$ cat src/hw/rtl/fxva_pkg.sv
package fxva_pkg;

  localparam int unsigned COMP_W  = 16;  // input component width
  localparam int unsigned MAG_W   = 17;  // magnitude of a 16-bit two's complement value
  localparam int unsigned NUM_W   = 24;  // small * 450 < 2^24
  localparam int unsigned QUO_W   = 9;   // quotient 0..450
  localparam int unsigned SCALE_W = 9;
  localparam int unsigned CORR_W  = 6;   // correction 0..40
  localparam int unsigned RAT_W   = 10;  // corrected ratio
  localparam int unsigned ANG_W   = 12;

  localparam logic [SCALE_W-1:0] RATIO_SCALE = 9'd450;

  localparam logic [QUO_W-1:0] CORR_SPLIT = 9'd220;
  localparam logic [QUO_W-1:0] HI_T0      = 9'd440;
  localparam logic [QUO_W-1:0] HI_T1      = 9'd410;
  localparam logic [QUO_W-1:0] HI_T2      = 9'd370;
  localparam logic [QUO_W-1:0] HI_T3      = 9'd320;
  localparam logic [QUO_W-1:0] LO_T0      = 9'd20;
  localparam logic [QUO_W-1:0] LO_T1      = 9'd60;
  localparam logic [QUO_W-1:0] LO_T2      = 9'd100;
  localparam logic [QUO_W-1:0] LO_T3      = 9'd150;
  localparam logic [CORR_W-1:0] CORR_STEP = 6'd10;

  localparam logic [RAT_W-1:0] ANG_90  = 10'd900;
  localparam logic [ANG_W-1:0] ANG_180 = 12'd1800;
  localparam logic [ANG_W-1:0] ANG_360 = 12'd3600;

  typedef struct packed {
    logic signed [COMP_W-1:0] x_value;
    logic signed [COMP_W-1:0] y_value;
  } in_t;

  typedef struct packed {
    logic [ANG_W-1:0] angle_tenths;
    logic             zero_vector;
  } out_t;

  // octant / quadrant info riding along the divider
  typedef struct packed {
    logic xneg;
    logic yneg;
    logic swap;
    logic zero;
  } side_t;

  // stepwise correction from threshold compares
  function automatic logic [CORR_W-1:0] correction(input logic [QUO_W-1:0] q);
    logic [CORR_W-1:0] c;
    c = '0;
    if (q > CORR_SPLIT) begin
      if (q <= HI_T0) c = c + CORR_STEP;
      if (q <= HI_T1) c = c + CORR_STEP;
      if (q <= HI_T2) c = c + CORR_STEP;
      if (q <= HI_T3) c = c + CORR_STEP;
    end else begin
      if (q >= LO_T0) c = c + CORR_STEP;
      if (q >= LO_T1) c = c + CORR_STEP;
      if (q >= LO_T2) c = c + CORR_STEP;
      if (q >= LO_T3) c = c + CORR_STEP;
    end
    return c;
  endfunction

endpackage

$ cat src/hw/rtl/fast_xy_vector_angle.sv
// Fast vector angle: signed X/Y in, angle in tenths of a degree out.
//
// Input channel (in_valid / in_stall / in_data): one transfer carries a
// signed 16-bit X and Y. Output channel (out_valid / out_stall / out_data):
// one transfer per input, carrying angle_tenths (0..3600, measured from +Y
// toward +X) and zero_vector, set with angle 0 when both components are 0.
//
// The pipeline has 12 register stages: magnitude, multiply-by-450, nine
// restoring-divider stages (one quotient bit each), then correction/octant-mirror
// into the output register. Throughput is one transfer per cycle while
// out_stall is low.
//
// Each stage holds its own valid bit and advances when it is empty or the
// stage after it advances, so bubbles squeeze out under stall. When the
// receiver stalls, results pile up stage by stage; in_stall rises only once
// every stage is full. Nothing is dropped or repeated.
//
// Reset (rst_n low, synchronous) clears every valid bit and so empties the pipeline; data registers are not reset.
module fast_xy_vector_angle (
  input  logic            clk,
  input  logic            rst_n,
  input  logic            in_valid,
  output logic            in_stall,
  input  fxva_pkg::in_t   in_data,
  output logic            out_valid,
  input  logic            out_stall,
  output fxva_pkg::out_t  out_data
);

  localparam int unsigned MAG_W = fxva_pkg::MAG_W;
  localparam int unsigned PRD_W = MAG_W + fxva_pkg::SCALE_W;

  // ---- stage 1: magnitudes, swap and sign flags
  logic             s1_valid_r;
  logic [MAG_W-1:0] s1_small_r;
  logic [MAG_W-1:0] s1_big_r;
  fxva_pkg::side_t  s1_side_r;
  logic             s1_rdy;

  // ---- stage 2: small * 450
  logic                         s2_valid_r;
  logic [fxva_pkg::NUM_W-1:0]   s2_num_r;
  logic [MAG_W-1:0]             s2_den_r;
  fxva_pkg::side_t              s2_side_r;
  logic                         s2_rdy;

  // ---- divider
  logic                         div_in_rdy;
  logic                         div_valid;
  logic                         div_rdy;
  logic [fxva_pkg::QUO_W-1:0]   div_quo;
  fxva_pkg::side_t              div_side;

  // ---- output register
  logic                         out_valid_r;
  fxva_pkg::out_t               out_data_r;

  logic [MAG_W-1:0] ax;
  logic [MAG_W-1:0] ay;
  logic [MAG_W-1:0] x_ext;
  logic [MAG_W-1:0] y_ext;
  fxva_pkg::side_t  side_nxt;
  logic [PRD_W-1:0] prod;

  logic [fxva_pkg::RAT_W-1:0] ratio;
  logic [fxva_pkg::ANG_W-1:0] r_ext;
  fxva_pkg::out_t             out_nxt;

  // ready chain, back to front
  assign div_rdy  = !out_valid_r || !out_stall;
  assign s2_rdy   = !s2_valid_r || div_in_rdy;
  assign s1_rdy   = !s1_valid_r || s2_rdy;
  assign in_stall = !s1_rdy;

  // sign-extend, then negate; -32768 gives 32768 in 17 bits
  always_comb begin
    x_ext = {in_data.x_value[fxva_pkg::COMP_W-1], in_data.x_value};
    y_ext = {in_data.y_value[fxva_pkg::COMP_W-1], in_data.y_value};
    ax    = in_data.x_value[fxva_pkg::COMP_W-1] ? MAG_W'(0 - x_ext) : x_ext;
    ay    = in_data.y_value[fxva_pkg::COMP_W-1] ? MAG_W'(0 - y_ext) : y_ext;
    side_nxt.xneg = in_data.x_value[fxva_pkg::COMP_W-1];
    side_nxt.yneg = in_data.y_value[fxva_pkg::COMP_W-1];
    side_nxt.swap = ax > ay;
    side_nxt.zero = (ax == '0) && (ay == '0);
  end

  always_ff @(posedge clk) begin
    if (!rst_n) begin
      s1_valid_r <= 1'b0;
    end else if (s1_rdy) begin
      s1_valid_r <= in_valid;
    end
  end

  always_ff @(posedge clk) begin
    if (s1_rdy && in_valid) begin
      s1_small_r <= side_nxt.swap ? ay : ax;
      s1_big_r   <= side_nxt.swap ? ax : ay;
      s1_side_r  <= side_nxt;
    end
  end

  // small <= big, so the quotient stays within 0..450
  assign prod = PRD_W'(s1_small_r) * PRD_W'(fxva_pkg::RATIO_SCALE);

  always_ff @(posedge clk) begin
    if (!rst_n) begin
      s2_valid_r <= 1'b0;
    end else if (s2_rdy) begin
      s2_valid_r <= s1_valid_r;
    end
  end

  always_ff @(posedge clk) begin
    if (s2_rdy && s1_valid_r) begin
      s2_num_r  <= prod[fxva_pkg::NUM_W-1:0];
      s2_den_r  <= s1_big_r;
      s2_side_r <= s1_side_r;
    end
  end

  // zero divisor gives a junk quotient; the zero flag masks it below
  fxva_div_pipe u_div (
    .clk       (clk),
    .rst_n     (rst_n),
    .in_valid  (s2_valid_r),
    .in_rdy    (div_in_rdy),
    .in_num    (s2_num_r),
    .in_den    (s2_den_r),
    .in_side   (s2_side_r),
    .out_valid (div_valid),
    .out_rdy   (div_rdy),
    .out_quo   (div_quo),
    .out_side  (div_side)
  );

  // correction, octant swap, quadrant mirror
  always_comb begin
    ratio = fxva_pkg::RAT_W'(div_quo) + fxva_pkg::RAT_W'(fxva_pkg::correction(div_quo));
    if (div_side.swap) begin
      ratio = fxva_pkg::ANG_90 - ratio;
    end
    r_ext = fxva_pkg::ANG_W'(ratio);
    case ({div_side.yneg, div_side.xneg})
      2'b00:   out_nxt.angle_tenths = r_ext;
      2'b01:   out_nxt.angle_tenths = fxva_pkg::ANG_360 - r_ext;
      2'b10:   out_nxt.angle_tenths = fxva_pkg::ANG_180 - r_ext;
      2'b11:   out_nxt.angle_tenths = fxva_pkg::ANG_180 + r_ext;
      default: out_nxt.angle_tenths = r_ext;
    endcase
    out_nxt.zero_vector = div_side.zero;
    if (div_side.zero) begin
      out_nxt.angle_tenths = '0;
    end
  end

  always_ff @(posedge clk) begin
    if (!rst_n) begin
      out_valid_r <= 1'b0;
    end else if (div_rdy) begin
      out_valid_r <= div_valid;
    end
  end

  always_ff @(posedge clk) begin
    if (div_rdy && div_valid) begin
      out_data_r <= out_nxt;
    end
  end

  assign out_valid = out_valid_r;
  assign out_data  = out_data_r;

endmodule

$ cat src/hw/rtl/fxva_div_pipe.sv
// Restoring divider, one quotient bit per stage. Dividend must be below
// 2^QUO_W times the divisor.
module fxva_div_pipe (
  input  logic                         clk,
  input  logic                         rst_n,
  input  logic                         in_valid,
  output logic                         in_rdy,
  input  logic [fxva_pkg::NUM_W-1:0]   in_num,
  input  logic [fxva_pkg::MAG_W-1:0]   in_den,
  input  fxva_pkg::side_t              in_side,
  output logic                         out_valid,
  input  logic                         out_rdy,
  output logic [fxva_pkg::QUO_W-1:0]   out_quo,
  output fxva_pkg::side_t              out_side
);

  localparam int unsigned STEPS = fxva_pkg::QUO_W;
  localparam int unsigned MAG_W = fxva_pkg::MAG_W;
  localparam int unsigned HI_W  = fxva_pkg::NUM_W - STEPS;

  logic                 valid_r [STEPS];
  logic [MAG_W-1:0]     rem_r   [STEPS];
  logic [STEPS-1:0]     low_r   [STEPS];
  logic [STEPS-1:0]     quo_r   [STEPS];
  logic [MAG_W-1:0]     den_r   [STEPS];
  fxva_pkg::side_t      side_r  [STEPS];
  logic                 rdy     [STEPS+1];

  assign rdy[STEPS] = out_rdy;
  assign in_rdy     = rdy[0];

  for (genvar i = 0; i < STEPS; i++) begin : g_step
    logic             src_valid;
    logic [MAG_W-1:0] src_rem;
    logic [STEPS-1:0] src_low;
    logic [STEPS-1:0] src_quo;
    logic [MAG_W-1:0] src_den;
    fxva_pkg::side_t  src_side;
    logic [MAG_W:0]   trial;
    logic             ge;
    logic [MAG_W-1:0] rem_nxt;

    if (i == 0) begin : g_src_in
      assign src_valid = in_valid;
      assign src_rem   = MAG_W'(in_num[fxva_pkg::NUM_W-1 -: HI_W]);
      assign src_low   = in_num[STEPS-1:0];
      assign src_quo   = '0;
      assign src_den   = in_den;
      assign src_side  = in_side;
    end else begin : g_src_prev
      assign src_valid = valid_r[i-1];
      assign src_rem   = rem_r[i-1];
      assign src_low   = low_r[i-1];
      assign src_quo   = quo_r[i-1];
      assign src_den   = den_r[i-1];
      assign src_side  = side_r[i-1];
    end

    assign rdy[i] = !valid_r[i] || rdy[i+1];

    always_comb begin
      trial   = {src_rem, src_low[STEPS-1]};
      ge      = trial >= {1'b0, src_den};
      rem_nxt = ge ? MAG_W'(trial - {1'b0, src_den}) : trial[MAG_W-1:0];
    end

    always_ff @(posedge clk) begin
      if (!rst_n) begin
        valid_r[i] <= 1'b0;
      end else if (rdy[i]) begin
        valid_r[i] <= src_valid;
      end
    end

    always_ff @(posedge clk) begin
      if (rdy[i] && src_valid) begin
        rem_r[i]  <= rem_nxt;
        low_r[i]  <= {src_low[STEPS-2:0], 1'b0};
        quo_r[i]  <= {src_quo[STEPS-2:0], ge};
        den_r[i]  <= src_den;
        side_r[i] <= src_side;
      end
    end
  end

  assign out_valid = valid_r[STEPS-1];
  assign out_quo   = quo_r[STEPS-1];
  assign out_side  = side_r[STEPS-1];

endmodule
$ cat config.mk
export PLATFORM = sky130hd
export DESIGN_NAME = fast_xy_vector_angle
export DESIGN_NICKNAME = d
export VERILOG_FILES = /design/src/hw/rtl/fxva_pkg.sv /design/src/hw/rtl/fast_xy_vector_angle.sv /design/src/hw/rtl/fxva_div_pipe.sv
export SDC_FILE = /design/constraint.sdc
export NUM_CORES = 1
export LEC_CHECK = 0
export ABC_AREA = 0
export BUFFER_PORTS_ARGS = -buffer_cell sky130_fd_sc_hd__buf_2
export CELL_PAD_IN_SITES_DETAIL_PLACEMENT = 0
export CELL_PAD_IN_SITES_GLOBAL_PLACEMENT = 1
export CORE_ASPECT_RATIO = 1.25
export CORE_MARGIN = 2
export CORE_UTILIZATION = 30
export CTS_CLUSTER_SIZE = 25
export DETAILED_ROUTE_END_ITERATION = 7
export PLACE_DENSITY_LB_ADDON = 0.1
export SYNTH_ARGS = -nofsm -noshare
export SYNTH_HDL_FRONTEND = slang
export SYNTH_SLANG_ARGS = --single-unit
$ cat constraint.sdc
create_clock -name clk -period 11.5 [get_ports clk]
set_input_delay 0.575 -clock clk [delete_from_list [all_inputs] [get_ports clk]]
set_output_delay 0.575 -clock clk [all_outputs]
set_load 0.01 [all_outputs]
==> metrics <==
Placer Congestion=0.822; Critical Path Source Type=flip-flop; period utilisation layout=53.7%; post-cts sizing count=0; largest net degree at the start of global routing=48; slew margin rel.=23.3%; Critical Path RT=11,960 ps; DRC errors left=0; Post-synth EDFFs=484; Worst path slowest cell=or4_1; WL final=60,700 µm; Util after Layout=34.2%; Filler Cell Count=9,140; crit path time final=6170 ps; Worst Hold Depth=2; Clock Pin Slew Worst Setup and Hold Paths=60 ps; Antenna Cells=0; CP Capture Type=flip-flop; # hold bufs at CTS=0; synth cell count leaders=edfxtp_1, inv_1, ha_1; worst min path class=input pin to flip-flop; CTS Buf Count=57; FF-to-FF path depth=26; Pre-Repair DR Iteration Count=5; Yosys top cell area share=51.6%; register area=14,600 µm²; R2R Path Start=u_div.quo_r[8][6]$_DFFE_PP_; Max Cap Viol=0; CP most frequent cell=ha_1; vias in the first global route=18,600; die height=347 µm; most area-consuming cells after synthesis=edfxtp_1, ha_1, inv_1; Cells after DPL=3,608; FMAX=162 MHz; ys flop type=edfxtp_1; H-tree levels=2; outcome=finished, final reports clean; FP Rows=125; Cell variety after synth=78; clk sink count=488; Clock Path Buffers=3; Root Driver=clkbuf_16; Worst path depth=26; Worst Setup Path Type=flip-flop to flip-flop; HP Start=in_valid; sequential area share after synthesis=51.8%; Slew Limit Fails=0; Core Area=93,100 µm²; vias per cell=4.68; Crit. Startpoint=u_div.quo_r[8][6]$_DFFE_PP_; Cells after Synth=2,374; worst skew pair latency=640 ps; TritonCTS clock tree=done; die area=96,500 µm²; PortBufs=50; most common cell in the netlist=edfxtp_1; Setup-failing EPs final=0; antenna violations before repair=0; final-stage net count=2,776; unrepaired setup endpoints after global routing=no; antenna-violating nets left=0; Initial Util=30.3%; CP max stage delay=560 ps; non-filler cells, final=3,713; Chip Width=278 µm; Syn-to-layout area delta=12.9%; share of cells above drive strength 1=10.8%; number of buffers and inverters on the critical path=3; Avg Cell Area, Syn=11.9 µm²; Multi-input gate area=12,500 µm²; DRT iter0 DRCs=571; WP data arrival=6630 ps; Layout Skew=30.6 ps; Total GRT Usage=12.7%; maximum vdd ir drop=0.114 mV; Synth area leader=edfxtp_1; Cell Pwr Density=163 nW/µm²; first-pass GRT wire length=97,800 µm; Worst-Margin Slew=1150 ps; setup TNS=0 ps; Leak Pwr=12.5 nW; Synth Warn #=0; routed vias=17,400; cell family with most CP delay=compound AO/OA/AOI/OAI gates; mapped cell area=28,200 µm²; # IOs=51; maximum fanout along the worst path=9; Avg WL per Cell=16.3 µm; Async SR Flop Fraction=0%; post-CTS setup buffers=0; final hold vios=0; detailed placement HPWL=48,400 µm; Seq cells post-synth=488; grt total ovfl=0
-- sequential cells by signal, summed over array words and instances (netlist names) --
register	cells
s1_valid_r	1
s2_side_r	4
out_valid	1
s2_den_r	17
u_div.low_r	28
u_div.quo_r	45
u_div.den_r	136
s1_big_r	17
s2_valid_r	1
u_div.valid_r	9
s1_side_r	4
u_div.side_r	36
u_div.rem_r	136
out_data	13
s1_small_r	17
s2_num_r	23
-- power breakdown --
part | total [W] | switching (W) | internal [W]
logic | 0.00128 | 0.000692 | 0.000583
registers | 0.00215 | 0.0000532 | 0.00209
clock network | 0.00176 | 0.000740 | 0.00102
-- worst paths after layout --
kind	end	slack (ps)
worst max-delay path	out_data[9]$_SDFFCE_PP0P_	5330
worst min-delay path	s1_valid_r$_SDFFE_PN0N_	180
worst max register to register	out_data[9]$_SDFFCE_PP0P_	5330
worst min register to register	u_div.quo_r[7][5]$_DFFE_PP_	410
-- kinds of logic (layout without fill, tap and decap cells) --
| logic type | after synthesis | after routing | share of synthesized area (%) |
|---|---|---|---|
| simple gates | 524 | 524 | 9.48 |
| flops | 488 | 488 | 51.8 |
| compound gates | 465 | 465 | 10.7 |
| buf+inv | 313 | 444 | 4.24 |
| fa+ha+maj | 279 | 279 | 13.3 |
| xor+xnor | 167 | 167 | 5.25 |
| mux | 136 | 136 | 5.19 |
| other cells | 2 | 4 | 0.0266 |
-- placed cells by master, fill, tap and decap left out, types with 73 or more instances in the layout --
| cell | n |
|---|---|
| o21ai_0 | 84 |
| mux2_2 | 81 |
| nor2_1 | 135 |
| inv_1 | 276 |
| a21oi_1 | 143 |
| ha_1 | 244 |
| edfxtp_1 | 484 |
| xnor2_1 | 93 |
| xor2_1 | 73 |
| nand2_1 | 101 |
-- final cells by class --
class                           count  area share, %
Tap cell                         1206           4.74
Clock inverter                     38           1.10
Multi-Input combinational cell   1575           39.3
Inverter                          276           3.26
Sequential cell                   488           45.9
Timing Repair Buffer               63           1.09
Clock buffer                       67           4.60
-- metrics by stage --
stage / instance area [µm²] / worst slack, ps / total power (W) / hold slack, ps
after detailed placement: 30000 / 5260 / 0.00347 / 405
after global placement: 30000 / 5230 / 0.00347 / 401
after global routing: 31800 / 4710 / 0.00553 / 160
final: 31800 / 5330 / 0.00518 / 180
after CTS: 31800 / 5230 / 0.00530 / 132
after floorplan: 28200 / 6050 / 0.00317 / 400
-- layer usage --
metal | track usage, % | routed length (µm) | part of all wire [%]
met5 | 0 | 0 | 0
met1 | 12.3 | 21800 | 36
met2 | 26.1 | 35100 | 58
met4 | 5.50 | 2560 | 4.2
met3 | 1.87 | 1270 | 2.1
No activity file was read; power rests on OpenSTA's default activity.
